===== config.mk =====
export PLATFORM = sky130hd
export DESIGN_NAME = camera_control_pulse_sequencer_core
export DESIGN_NICKNAME = d
export VERILOG_FILES = /design/src/sv/cpsq_pkg.sv /design/src/sv/cpsq_ctrl.sv /design/src/sv/camera_control_pulse_sequencer_core.sv
export SDC_FILE = /design/constraint.sdc
export NUM_CORES = 1
export LEC_CHECK = 0
export ABC_AREA = 0
export BUFFER_PORTS_ARGS = -buffer_cell sky130_fd_sc_hd__buf_2
export CAP_MARGIN = 20
export CORE_ASPECT_RATIO = 2
export CORE_MARGIN = 10
export CORE_UTILIZATION = 50
export DETAILED_ROUTE_END_ITERATION = 16
export PLACE_DENSITY = 0.75
export SLEW_MARGIN = 20
export SYNTH_ARGS = -nofsm -noshare
export SYNTH_HDL_FRONTEND = slang
export SYNTH_HIERARCHICAL = 1
export SYNTH_SLANG_ARGS = --single-unit

===== constraint.sdc =====
create_clock -name clk_i -period 4.8 [get_ports clk_i]
set_input_delay 0.96 -clock clk_i [delete_from_list [all_inputs] [get_ports clk_i]]
set_output_delay 0.96 -clock clk_i [all_outputs]
set_load 0.05 [all_outputs]

===== src/sv/cpsq_pkg.sv =====
`timescale 1ns / 1ps

package cpsq_pkg;

  // Request and tick codes carried in the operation field.
  typedef enum logic [2:0] {
    OP_TICK      = 3'd0,
    OP_SET_CAM   = 3'd1,
    OP_SET_SENS  = 3'd2,
    OP_START     = 3'd3,
    OP_STOP      = 3'd4,
    OP_PHOTO     = 3'd5
  } op_e;

  // Command that is waiting for or going through its pulse.
  typedef enum logic [2:0] {
    CMD_IDLE       = 3'd0,
    CMD_CAM_ONCE   = 3'd1,
    CMD_CAM_TWICE  = 3'd2,
    CMD_SENSOR     = 3'd3,
    CMD_START_STOP = 3'd4
  } cmd_e;

  // Camera modes; they cycle video, burst, photo.
  localparam logic [1:0] MODE_VIDEO = 2'd0;
  localparam logic [1:0] MODE_BURST = 2'd1;
  localparam logic [1:0] MODE_PHOTO = 2'd2;

  // Configuration register indexes.
  localparam logic [2:0] REG_MODE_PULSE   = 3'd0;
  localparam logic [2:0] REG_SENSOR_PULSE = 3'd1;
  localparam logic [2:0] REG_SS_PULSE     = 3'd2;
  localparam logic [2:0] REG_COOL_DOWN    = 3'd3;
  localparam logic [2:0] REG_LEVEL_LOW    = 3'd4;
  localparam logic [2:0] REG_LEVEL_HIGH   = 3'd5;

  localparam int CFG_IDX_W  = 3;
  localparam int CFG_DATA_W = 16;
  localparam int LEVEL_W    = 11;
  localparam int MS_W       = 16;

  // Reset values of the configuration registers.
  localparam logic [MS_W-1:0]           RST_MODE_PULSE   = 16'd1000;
  localparam logic [MS_W-1:0]           RST_SENSOR_PULSE = 16'd1000;
  localparam logic [MS_W-1:0]           RST_SS_PULSE     = 16'd1000;
  localparam logic [MS_W-1:0]           RST_COOL_DOWN    = 16'd500;
  localparam logic signed [LEVEL_W-1:0] RST_LEVEL_LOW    = -11'sd256;
  localparam logic signed [LEVEL_W-1:0] RST_LEVEL_HIGH   = 11'sd256;

  typedef struct packed {
    logic [MS_W-1:0]           mode_pulse_ms;
    logic [MS_W-1:0]           sensor_pulse_ms;
    logic [MS_W-1:0]           start_stop_pulse_ms;
    logic [MS_W-1:0]           cool_down_ms;
    logic signed [LEVEL_W-1:0] level_low;
    logic signed [LEVEL_W-1:0] level_high;
  } cfg_t;

  typedef struct packed {
    logic                      sensor_flipped;
    logic [1:0]                cam_mode;
    logic                      recording;
    logic                      busy_res;
    logic                      pulse_high;
    logic signed [LEVEL_W-1:0] drive_level;
    logic                      accepted;
  } res_t;

  localparam int RES_W = $bits(res_t);

endpackage


===== src/sv/cpsq_ctrl.sv =====
`timescale 1ns / 1ps

module cpsq_ctrl #(
  parameter int TIME_BITS = 16
) (
  input  logic                      clk_i,
  input  logic                      rst_ni,
  input  logic                      en_i,
  input  cpsq_pkg::op_e             op_i,
  input  logic [1:0]                mode_i,
  input  logic [cpsq_pkg::MS_W-1:0] now_i,
  input  cpsq_pkg::cfg_t            cfg_i,
  output cpsq_pkg::res_t            res_o
);
  import cpsq_pkg::*;

  localparam int NW = (TIME_BITS > MS_W) ? TIME_BITS : MS_W;
  localparam int CW = (TIME_BITS > MS_W + 1) ? TIME_BITS : MS_W + 1;

  cmd_e                  pend_q, pend_d;
  logic [TIME_BITS-1:0]  start_q, start_d;
  logic [MS_W-1:0]       dur_q, dur_d;
  logic                  cool_q, cool_d;
  logic                  level_q, level_d;
  logic [1:0]            cam_q, cam_d;
  logic                  flip_q, flip_d;
  logic                  rec_q, rec_d;

  logic [NW-1:0]         now_w;
  logic [TIME_BITS-1:0]  now_t;
  logic [TIME_BITS-1:0]  delta;
  logic [CW-1:0]         delta_x;
  logic [CW-1:0]         dur_x;
  logic [CW-1:0]         wait_x;
  logic                  busy;
  logic                  ok;
  logic [1:0]            cam_next;
  cmd_e                  load_cmd;
  logic                  load;

  // Timestamp taken modulo the time width; elapsed time wraps the same way.
  assign now_w   = NW'(now_i);
  assign now_t   = now_w[TIME_BITS-1:0];
  assign delta   = now_t - start_q;
  assign delta_x = CW'(delta);
  assign dur_x   = CW'(dur_q);
  assign wait_x  = CW'(dur_q) + CW'(cfg_i.cool_down_ms);

  assign busy     = (pend_q != CMD_IDLE);
  assign cam_next = (cam_q >= MODE_PHOTO) ? MODE_VIDEO : cam_q + 2'd1;

  // Request checks and tick sequencing.
  always_comb begin
    pend_d   = pend_q;
    start_d  = start_q;
    dur_d    = dur_q;
    cool_d   = cool_q;
    level_d  = level_q;
    cam_d    = cam_q;
    flip_d   = flip_q;
    rec_d    = rec_q;
    ok       = 1'b0;
    load     = 1'b0;
    load_cmd = CMD_START_STOP;
    case (op_i)
      OP_TICK: begin
        ok = 1'b1;
        if (busy) begin
          if (!level_q && !cool_q) begin
            level_d = 1'b1;
            start_d = now_t;
          end else if (delta_x >= dur_x) begin
            if (!cool_q) begin
              level_d = 1'b0;
              cool_d  = 1'b1;
              case (pend_q)
                CMD_CAM_ONCE, CMD_CAM_TWICE: cam_d = cam_next;
                CMD_SENSOR:                  flip_d = ~flip_q;
                CMD_START_STOP: begin
                  if (cam_q != MODE_PHOTO) rec_d = ~rec_q;
                end
                default: ;
              endcase
            end else if (delta_x >= wait_x) begin
              cool_d = 1'b0;
              if (pend_q == CMD_CAM_TWICE) begin
                pend_d  = CMD_CAM_ONCE;
                start_d = now_t;
              end else begin
                pend_d = CMD_IDLE;
              end
            end
          end
        end
      end
      OP_SET_CAM: begin
        if (!busy && !rec_q && mode_i <= MODE_PHOTO) begin
          ok = 1'b1;
          if (mode_i != cam_q) begin
            load     = 1'b1;
            load_cmd = (mode_i == cam_next) ? CMD_CAM_ONCE : CMD_CAM_TWICE;
          end
        end
      end
      OP_SET_SENS: begin
        if (!busy && !rec_q && mode_i <= 2'd1) begin
          ok = 1'b1;
          if (mode_i[0] != flip_q) begin
            load     = 1'b1;
            load_cmd = CMD_SENSOR;
          end
        end
      end
      OP_START: begin
        if (!busy && !rec_q && cam_q != MODE_PHOTO) begin
          ok   = 1'b1;
          load = 1'b1;
        end
      end
      OP_STOP: begin
        if (!busy && rec_q && cam_q != MODE_PHOTO) begin
          ok   = 1'b1;
          load = 1'b1;
        end
      end
      OP_PHOTO: begin
        if (!busy && cam_q == MODE_PHOTO) begin
          ok   = 1'b1;
          load = 1'b1;
        end
      end
      default: ;
    endcase

    // Latch the command and its pulse length on an accepted request.
    if (load) begin
      pend_d = load_cmd;
      case (load_cmd)
        CMD_CAM_ONCE, CMD_CAM_TWICE: dur_d = cfg_i.mode_pulse_ms;
        CMD_SENSOR:                  dur_d = cfg_i.sensor_pulse_ms;
        default:                     dur_d = cfg_i.start_stop_pulse_ms;
      endcase
    end
  end

  // Status after the word has been applied.
  always_comb begin
    res_o.accepted       = ok;
    res_o.drive_level    = level_d ? cfg_i.level_high : cfg_i.level_low;
    res_o.pulse_high     = level_d;
    res_o.busy_res       = (pend_d != CMD_IDLE);
    res_o.recording      = rec_d;
    res_o.cam_mode       = cam_d;
    res_o.sensor_flipped = flip_d;
  end

  always_ff @(posedge clk_i or negedge rst_ni) begin
    if (!rst_ni) begin
      pend_q  <= CMD_IDLE;
      start_q <= '0;
      dur_q   <= '0;
      cool_q  <= 1'b0;
      level_q <= 1'b0;
      cam_q   <= MODE_VIDEO;
      flip_q  <= 1'b0;
      rec_q   <= 1'b0;
    end else if (en_i) begin
      pend_q  <= pend_d;
      start_q <= start_d;
      dur_q   <= dur_d;
      cool_q  <= cool_d;
      level_q <= level_d;
      cam_q   <= cam_d;
      flip_q  <= flip_d;
      rec_q   <= rec_d;
    end
  end

endmodule


===== src/sv/camera_control_pulse_sequencer_core.sv =====
`timescale 1ns / 1ps

// Camera control pulse sequencer.
// Input words arrive on the s_axis channel: tuser carries the operation (tick or one of
// the requests), tdata the requested mode and the millisecond timestamp used by ticks.
// Every input word yields exactly one result word on the m_axis channel with the accept
// flag, the control line drive value and the tracked camera status after that word.
// The user must write settings through the cfg port while no word is in flight; the
// block itself does not enforce this. A word passes the input register, then the status
// update and the result register; one is taken every cycle while m_axis is not stalled,
// a rate set by the single state update between the input and result registers.
// A stalled m_axis receiver holds the result register; the input register still
// accepts one more word, after which s_axis_tready drops until the result is taken.
// Reset clears both registers, the tracked status (video mode, normal sensor, not
// recording, no pending command) and loads the default pulse lengths and levels.
module camera_control_pulse_sequencer_core #(
  parameter int TIME_BITS = 16
) (
  input  logic                           clk_i,
  input  logic                           rst_ni,
  // Configuration writes
  input  logic                           cfg_we_i,
  input  logic [cpsq_pkg::CFG_IDX_W-1:0]  cfg_idx_i,
  input  logic [cpsq_pkg::CFG_DATA_W-1:0] cfg_data_i,
  // Input words
  input  logic                           s_axis_tvalid,
  output logic                           s_axis_tready,
  input  logic [23:0]                    s_axis_tdata,  // mode_value[1:0], now_ms[17:2]
  input  logic [2:0]                     s_axis_tuser,  // operation[2:0]
  // Result words
  output logic                           m_axis_tvalid,
  input  logic                           m_axis_tready,
  // accepted[0], drive_level[11:1], pulse_high[12], busy_res[13], recording[14],
  // cam_mode[16:15], sensor_flipped[17]
  output logic [23:0]                    m_axis_tdata
);
  import cpsq_pkg::*;

  cfg_t            cfg_q;
  logic            in_vld_q;
  op_e             op_q;
  logic [1:0]      mode_q;
  logic [MS_W-1:0] now_q;
  logic            out_vld_q;
  res_t            res_q;
  res_t            res;
  logic            out_free;
  logic            adv;

  // Configuration registers.
  always_ff @(posedge clk_i or negedge rst_ni) begin
    if (!rst_ni) begin
      cfg_q.mode_pulse_ms       <= RST_MODE_PULSE;
      cfg_q.sensor_pulse_ms     <= RST_SENSOR_PULSE;
      cfg_q.start_stop_pulse_ms <= RST_SS_PULSE;
      cfg_q.cool_down_ms        <= RST_COOL_DOWN;
      cfg_q.level_low           <= RST_LEVEL_LOW;
      cfg_q.level_high          <= RST_LEVEL_HIGH;
    end else if (cfg_we_i) begin
      case (cfg_idx_i)
        REG_MODE_PULSE:   cfg_q.mode_pulse_ms       <= cfg_data_i;
        REG_SENSOR_PULSE: cfg_q.sensor_pulse_ms     <= cfg_data_i;
        REG_SS_PULSE:     cfg_q.start_stop_pulse_ms <= cfg_data_i;
        REG_COOL_DOWN:    cfg_q.cool_down_ms        <= cfg_data_i;
        REG_LEVEL_LOW:    cfg_q.level_low           <= cfg_data_i[LEVEL_W-1:0];
        REG_LEVEL_HIGH:   cfg_q.level_high          <= cfg_data_i[LEVEL_W-1:0];
        default: ;
      endcase
    end
  end

  // Pipeline flow control.
  assign out_free      = !out_vld_q || m_axis_tready;
  assign adv           = in_vld_q && out_free;
  assign s_axis_tready = !in_vld_q || out_free;

  // Input register.
  always_ff @(posedge clk_i or negedge rst_ni) begin
    if (!rst_ni) begin
      in_vld_q <= 1'b0;
    end else if (s_axis_tready) begin
      in_vld_q <= s_axis_tvalid;
    end
  end

  always_ff @(posedge clk_i) begin
    if (s_axis_tready && s_axis_tvalid) begin
      op_q   <= op_e'(s_axis_tuser);
      mode_q <= s_axis_tdata[1:0];
      now_q  <= s_axis_tdata[MS_W+1:2];
    end
  end

  cpsq_ctrl #(
    .TIME_BITS(TIME_BITS)
  ) u_ctrl (
    .clk_i  (clk_i),
    .rst_ni (rst_ni),
    .en_i   (adv),
    .op_i   (op_q),
    .mode_i (mode_q),
    .now_i  (now_q),
    .cfg_i  (cfg_q),
    .res_o  (res)
  );

  // Result register.
  always_ff @(posedge clk_i or negedge rst_ni) begin
    if (!rst_ni) begin
      out_vld_q <= 1'b0;
    end else if (out_free) begin
      out_vld_q <= in_vld_q;
    end
  end

  always_ff @(posedge clk_i) begin
    if (adv) begin
      res_q <= res;
    end
  end

  assign m_axis_tvalid = out_vld_q;
  assign m_axis_tdata  = {(24 - RES_W)'(0), res_q};

endmodule

==> impl_metrics.ini, run 1 <==
[outcome]
outcome = finished, final reports clean

[flow_run]
max_cap_viol_count = 0

[setup_path]
r2r_end = u_ctrl/start_q[2]
cp_data_required_time_ps = 5120
path_max_fanout = 8
cp-startpoint = now_q[0]
rrSetupSlack_ps = 230
cp.arrival_ps = 4890
crit_path_end = u_ctrl/start_q[2]
endpoint_kind = flip-flop
r2r_cells = 23
path_class = flip-flop to flip-flop
start_kind = flip-flop
r2r_start = now_q[0]

[clocking]
numCtsBuffers = 17
tritoncts = done
hold_buffers = 0
path_clk_slew_ps = 70
cts_num_sinks = 168
htree_num_levels = 4
clk_latency_ps = 430
cts_buffer_depth = 2
cts_root_buffer = clkbuf_16

[floorplan]
die_h_um = 210.8
chipWidth_um = 115.4
die-area_mm2 = 0.02432
io_pins = 77
core_mm2 = 0.01787
row_count = 69
start_util_pct = 50.91

[sta]
layout_min_cycle_time_ps = 4574
setup_viol = 0
maxSlewViolCount = 0
grt_setup_unrepaired = yes
hold_violations = 0
hold_slack_ps = 495.5
tns_ps = 0
max-slew-margin-rel_pct = 38.71
setup_ws_ps = 226.0
worst_pin_slew_ps = 919.4
max_freq_ghz = 0.2186
finalClockSkew_ps = 9.022
fin_crit_sh_pct = 95.29

[drt]
wl_per_cell_um = 17.90
first_iter_violations = 234
via_per_inst = 5.681
vias = 6022
post-route-drc-count = 0
drt-pass1-iter-count = 4
routed_wl_um = 18980
antenna_left = 0

[synth]
yosysTopAreaCellShare_pct = 27.78
yosysTopAreaCell = dfrtp_1
synthSimpleGateAreaFrac_pct = 7.756
netlist_top_cells_area = dfrtp_1 (28%), mux2_2 (13%), edfxtp_1 (13%)
syn_inst = 743
synth_edf_count = 39
async_reset_ff_share_pct = 76.79
synth_top_family_by_area = multiplexers
synth_mux_area_share_pct = 15.24
synth-seq-cells = 168
synth_area_per_cell_um2 = 12.25
ys_types = 69
synth-xor-area-share_pct = 3.080
synth_area_mm2 = 0.009099
yosysWarnings = 6
seq_area_frac_synth_pct = 48.73
synth_compound_area_share_pct = 12.05
synth_fa_ha_area_share_pct = 8.966
synth_ff_type = dfrtp_1

[place]
gp_congestion = 0.8634
io_buffers = 64
place_hpwl_um = 14150
place_ws_ps = -204.5

[grt]
grt_pass1_vias = 6431
antenna_found_initial = 1
grt_overflow = 0
grt_usage_pct = 15.84
grt_pass1_wl_um = 30880
grt_max_degree = 73

[hold_path]
hold_class = flip-flop to flip-flop
min_path_cells = 1

[cells_and_area]
post-route-util_pct = 58.44
fin_nets = 948
drive_gt1_share_pct = 36.52
flow.area_growth_from_synthesis_pct = 14.78
final_cell_mix = mux2_2 (108), dfrtp_1 (101), buf_2 (63)
layout_commonest_cell = mux2_2

[pwr]
p_leak_nw = 4.582
p_per_area_mw_per_mm2 = 559.1
peakVddDrop_mv = 0.3496
total_power_w = 0.005839
Yosys cell counts (all sizes together) (3+ instances only):
master,count
a211oi,22
a21boi,3
a21o,8
a21oi,48
a22o,17
a31oi,6
and2,3
and3,8
and3b,3
and4bb,3
buf,22
clkbuf,11
dfrtp,101
dfstp,28
edfxtp,39
ha,62
inv,42
mux2,118
nand2,26
nand2b,8
nand3,8
nand4,6
nand4b,3
nor2,32
nor2b,4
nor3,9
nor4b,3
o2111ai,3
o21a,7
o21ai,19
o21bai,4
or2,4
or3,3
xnor2,22
xor2,10
critical path, cell delays in order, from the launching register on:
cell       delay (ps)
edfxtp_1          390
inv_1              70
ha_2              200
inv_1              60
fa_1              380
nand2_1           100
a21oi_2            80
buf_4             140
o21a_1            170
nor2_2            120
o21bai_1           90
a21oi_2           150
xnor2_1           110
ha_1              310
o2111ai_1         130
a21oi_1           170
a211oi_1           90
buf_4             150
a211oi_2          230
o2111ai_2         260
a2111oi_4         410
a21oi_4           150
clkbuf_16         210
mux2_4            300
flip-flops by register name, indices dropped and copies added (netlist names):
| signal | cells |
|---|---|
| u_ctrl/pend_q | 3 |
| u_ctrl/cool_q | 1 |
| op_q | 3 |
| cfg_q | 86 |
| u_ctrl/level_q | 1 |
| m_axis_tvalid | 1 |
| mode_q | 2 |
| u_ctrl/rec_q | 1 |
| u_ctrl/start_q | 16 |
| u_ctrl/flip_q | 1 |
| now_q | 16 |
| in_vld_q | 1 |
| u_ctrl/cam_q | 2 |
| u_ctrl/dur_q | 16 |
| m_axis_tdata | 18 |
power by group:
group	leakage, nW	switching, W	internal (W)
combinational	2.39	0.00137	0.00117
clock	0.287	0.000635	0.000694
sequential	1.91	0.000166	0.00181
total	4.58	0.00217	0.00367
layout make-up:
class	count	area, um2
Timing Repair Buffer	99	628.1
Inverter	42	157.7
Clock inverter	15	153.9
Clock buffer	17	425.4
Sequential cell	168	4434
Tap cell	213	266.5
Fill cell	1426	7427
Antenna cell	1	2.502
Multi-Input combinational cell	505	4375
cells by family (layout without fill, tap and decap cells):
family | after synthesis | count (layout)
XOR/XNOR | 32 | 32
flip-flops | 168 | 168
other | 1 | 7
adder cells (fa/ha/maj) | 64 | 64
multiplexers | 120 | 120
AND/OR/NAND/NOR | 128 | 128
AO/OA/AOI/OAI | 155 | 155
buffers and inverters | 75 | 173
stage by stage:
| step | area, um2 | instances |
|---|---|---|
| floorplan | 9117 | 748 |
| global placement | 9726 | 1022 |
| detailed placement | 9733 | 1023 |
| CTS | 10330 | 1056 |
| global route | 10440 | 1060 |
| finish | 10440 | 1060 |
layer usage:
metal | GRT usage, % | routed length, um
met5 | 0 | 0
met4 | 6.722 | 448
met2 | 29.42 | 10590
met3 | 2.958 | 507
met1 | 16.73 | 7428
repair_timing:
action,in CTS,in global routing
endpoints found under the hold margin,0,0
cloned,0,1
gates resized for setup,1,18
buffers inserted,1,2
pin swaps,1,10
endpoints found under the setup margin,19,37
how the worst min path moves through the flow:
stage | startpoint | to | slack [ps]
floorplan | in_vld_q | m_axis_tvalid | 450
global placement | in_vld_q | m_axis_tvalid | 480
detailed placement | in_vld_q | m_axis_tvalid | 480
CTS | in_vld_q | m_axis_tvalid | 500
global route | cfg_q[14] | cfg_q[14] | 520
finish | in_vld_q | m_axis_tvalid | 500
No activity file was read; power rests on OpenSTA's default activity.
==> inputs of run 2 (changes only) <==
Settings changed: PLACE_DENSITY 0.75 to 0.69.
==> run 2 against run 1 <==
Count of clock-buffer cells in the layout unchanged. Cell count is 1.0% lower. Maximum frequency grew 0.33%. Cell area down 0.65%. Via count rose by 1.1%. Non-clock buffer count shrank 10. Total power decreased by 0.36%. Die area did not move. First-iteration DRC count down 10%.
==> impl_metrics.ini, run 2 (same netlist as run 1, synthesis figures left out) <==
[outcome]
outcome = finished, final reports clean

[clocking]
hold_buffers = 0
cts_num_sinks = 168
clk_latency_ps = 430
numCtsBuffers = 17
cts_root_buffer = clkbuf_16
path_clk_slew_ps = 70
tritoncts = done
htree_num_levels = 4
cts_buffer_depth = 2

[sta]
fin_crit_sh_pct = 94.98
hold_violations = 0
max_freq_ghz = 0.2194
grt_setup_unrepaired = no
finalClockSkew_ps = 7.596
setup_ws_ps = 241.1
worst_pin_slew_ps = 724.3
hold_slack_ps = 507.9
layout_min_cycle_time_ps = 4559
max-slew-margin-rel_pct = 51.72
setup_viol = 0
maxSlewViolCount = 0

[pwr]
p_per_area_mw_per_mm2 = 560.8
p_int_w = 0.003659
total_power_w = 0.005819
p_leak_nw = 4.541
swShare_pct = 37.11
peakVddDrop_mv = 0.3382
combPwrFrac_pct = 42.3
p_sw_w = 0.002159
p_clk_share_pct = 23.7
p_seq_share_pct = 34.0

[floorplan]
start_util_pct = 50.91
row_count = 69
io_pins = 77
die_h_um = 210.8
core_mm2 = 0.01787
die-area_mm2 = 0.02432
chipWidth_um = 115.4

[place]
dpl_cell_area_mm2 = 0.009669
io_buffers = 64
place_ws_ps = -72.33
place_hpwl_um = 15070
gp_congestion = 0.9600

[setup_path]
r2r_cells = 19
cp_data_required_time_ps = 4980
path_max_fanout = 4
cp.arrival_ps = 4740
path_class = flip-flop to flip-flop
start_kind = flip-flop
endpoint_kind = flip-flop

[cells_and_area]
regMostFlops = cfg_q
flow.area_growth_from_synthesis_pct = 14.04
largest_reg_flops = 86
drive_gt1_share_pct = 35.53
antenna_cells = 0
layout_commonest_cell = mux2_2
post-route-util_pct = 58.06
fin_nets = 938
final_cell_mix = mux2_2 (108), dfrtp_1 (101), buf_2 (63)
finalInstanceArea_mm2 = 0.01038

[drt]
antenna_left = 0
vias = 6088
drt-pass1-iter-count = 4
routed_wl_um = 19840
via_per_inst = 5.804
wl_per_cell_um = 18.91
post-route-drc-count = 0
first_iter_violations = 210

[grt]
grt_max_degree = 82
grt_overflow = 0
grt_usage_pct = 16.93
grt_pass1_vias = 6595
antenna_found_initial = 0
grt_pass1_wl_um = 32630

[flow_run]
max_cap_viol_count = 0

[hold_path]
hold_class = flip-flop to flip-flop
min_path_cells = 1
[run 2: metal layers]
layer	routed length [um]	global-route usage (%)
met5	0	0
met4	485	7.206
met3	698	3.328
met2	11330	31.98
met1	7320	17.27
[run 2: per-stage QoR]
step	cells	TNS, ps
detailed placement	1014	-614.0
CTS	1047	0
floorplan	748	0
global route	1049	0
global placement	1013	0
finish	1049	0
[run 2: final cells by class]
| type | count | area (um2) |
|---|---|---|
| clock buffer | 17 | 425.4 |
| clock inverter | 15 | 178.9 |
| fill | 1461 | 7495 |
| inverter | 42 | 157.7 |
| multi-input combinational | 505 | 4363 |
| sequential | 168 | 4434 |
| tap | 213 | 266.5 |
| timing repair buffer | 89 | 550.5 |
[run 2: final timing paths]
path                                    end  slack [ps]       startpoint
hold reg to reg                   cfg_q[50]         510        cfg_q[50]
min in group asynchronous         cfg_q[84]         550           rst_ni
max in group asynchronous         cfg_q[44]        3350           rst_ni
hold / removal                    cfg_q[50]         510        cfg_q[50]
setup reg to reg           m_axis_tdata[13]         240  u_ctrl/dur_q[0]
setup / recovery           m_axis_tdata[13]         240  u_ctrl/dur_q[0]
[run 2: power by group through the flow]
| stage | Combinational [W] | Sequential (W) | Clock [W] |
|---|---|---|---|
| floorplan | 0.00168 | 0.00204 | 0 |
| global placement | 0.00233 | 0.00198 | 0 |
| detailed placement | 0.00241 | 0.00200 | 0 |
| CTS | 0.00242 | 0.00198 | 0.00141 |
| global route | 0.00272 | 0.00201 | 0.00147 |
| finish | 0.00246 | 0.00198 | 0.00138 |
[run 2: timing repair]
action,in CTS,in global routing
buffers inserted,1,1
endpoints found under the setup margin,16,35
pin swaps,1,6
resized for setup,0,16
[run 2: worst max-delay path, cell delays in order, from the launching register on]
cell and delay (ps):
dfrtp_1 410, ha_1 220, fa_1 420, a211o_1 310
a21boi_1 210, o31ai_2 160, a21o_1 200, a21oi_1 170
xor2_1 90, ha_1 340, o211ai_1 110, a21oi_1 190
o2111ai_1 160, o21ai_1 200, nand2_1 80, a41o_1 280
nor3_1 180, buf_4 160, nand3_1 100, a211o_1 320
==> inputs of run 3 (changes only) <==
Settings changed: RECOVER_POWER set to 100.
==> run 3 against run 2 <==
Via count down 0.92%. Highest routed layer unchanged. Register-to-register slack about the same. Global-route usage unchanged. The flow now finishes with violations (capacitance limit, slew limit). Largest cell class unchanged. Setup slack better by 11 ps.
==> impl_metrics.ini, run 3 (same netlist as run 1, synthesis figures left out) <==
[outcome]
outcome = finished, violations left
violations = capacitance limit, slew limit

[drt]
post-route-drc-count = 0
drt-pass1-iter-count = 4
antenna_left = 0
via_per_inst = 5.750
wl_per_cell_um = 18.84
routed_wl_um = 19760
vias = 6032
first_iter_violations = 222

[clocking]
htree_num_levels = 4
numCtsBuffers = 17
cts_buffer_depth = 2
clk_latency_ps = 430
cts_root_buffer = clkbuf_16
tritoncts = done
cts_num_sinks = 168
path_clk_slew_ps = 70

[sta]
setup_viol = 0
max_freq_ghz = 0.2199
maxSlewViolCount = 90
hold_violations = 0
hold_slack_ps = 501.7
fin_crit_sh_pct = 94.75
finalClockSkew_ps = 7.355
grt_setup_unrepaired = no
max-slew-margin-rel_pct = -132.5
worst_pin_slew_ps = 3488
layout_min_cycle_time_ps = 4548

[pwr]
peakVddDrop_mv = 0.3257
p_per_area_mw_per_mm2 = 563.4
total_power_w = 0.005786
p_leak_nw = 4.439

[floorplan]
core_mm2 = 0.01787
io_pins = 77
row_count = 69
chipWidth_um = 115.4
die-area_mm2 = 0.02432
die_h_um = 210.8
start_util_pct = 50.91

[setup_path]
start_kind = flip-flop
endpoint_kind = flip-flop
path_class = flip-flop to flip-flop
r2r_cells = 19
path_max_fanout = 4
cp_data_required_time_ps = 4980
cp.arrival_ps = 4730

[cells_and_area]
fin_nets = 938
final_cell_mix = mux2_2 (106), dfrtp_1 (101), ha_1 (62)
final_cells = 1049
regMostFlops = cfg_q
drive_gt1_share_pct = 30.86
finalInstanceArea_mm2 = 0.01027
flow.area_growth_from_synthesis_pct = 12.86
largest_reg_flops = 86
layout_commonest_cell = mux2_2
antenna_cells = 0

[grt]
antenna_found_initial = 0
grt_usage_pct = 16.93
grt_max_degree = 82
grt_overflow = 0
grt_pass1_vias = 6595
grt_pass1_wl_um = 32630

[hold_path]
min_path_cells = 1
hold_class = flip-flop to flip-flop

[place]
io_buffers = 64
dpl_cell_area_mm2 = 0.009669
place_hpwl_um = 15070
gp_congestion = 0.9600
dp_cells = 1014

[flow_run]
max_cap_viol_count = 2
run 3: cell type report:
class,count,area [um2]
Timing Repair Buffer,89,481.7
Tap cell,213,266.5
Inverter,42,157.7
Clock buffer,17,425.4
Sequential cell,168,4434
Clock inverter,15,178.9
Multi-Input combinational cell,505,4324
Fill cell,1487,7602
run 3: what timing repair did:
action | in CTS | in global routing
setup endpoints to repair | 16 | 35
setup buffers | 1 | 1
pin swaps | 1 | 6
hold buffers | 0 | 0
gates resized for setup | 0 | 16
run 3: path summary, 6_finish.rpt:
path / startpoint / end / slack, ps
setup / recovery: u_ctrl/dur_q[0] / m_axis_tdata[13] / 250
hold / removal: cfg_q[81] / cfg_q[81] / 500
setup reg to reg: u_ctrl/dur_q[0] / m_axis_tdata[13] / 250
hold reg to reg: cfg_q[81] / cfg_q[81] / 500
max in group asynchronous: rst_ni / u_ctrl/start_q[8] / 850
min in group asynchronous: rst_ni / cfg_q[84] / 1860
run 3: power by group:
part	leakage, nW	total, W	switching, W	internal [W]
Sequential	1.91	0.00198	0.000174	0.00181
Combinational	2.23	0.00242	0.00133	0.00109
Clock	0.297	0.00138	0.000635	0.000746
run 3: metal layers:
metal	global-route usage, %	share of wire (%)	vias to the layer above
li1	-	-	2873
met1	17.27	37	3012
met2	31.98	57	111
met3	3.328	3.5	36
met4	7.206	2.4	0
met5	0	0	-
run 3: metrics by stage:
stage / worst slack, ps / util (%) / TNS [ps]
3_5_place_dp: -72.33 / 54.11 / -614.0
2_1_floorplan: 476.8 / - / 0
4_1_cts: 31.55 / 57.60 / 0
3_3_place_gp: 21.48 / 54.04 / 0
5_1_grt: 24.94 / 57.46 / 0
6_report: 252.0 / 57.46 / 0
run 3: worst max-delay path: stages, from the launching register on:
cell       delay [ps]
dfrtp_1           410
ha_1              220
fa_1              420
a211o_1           310
a21boi_1          210
o31ai_2           160
a21o_1            200
a21oi_1           170
xor2_1             90
ha_1              340
o211ai_1          110
a21oi_1           180
o2111ai_1         160
o21ai_1           200
nand2_1            80
a41o_1            280
nor3_1            180
buf_4             160
nand3_1           100
a211o_1           320
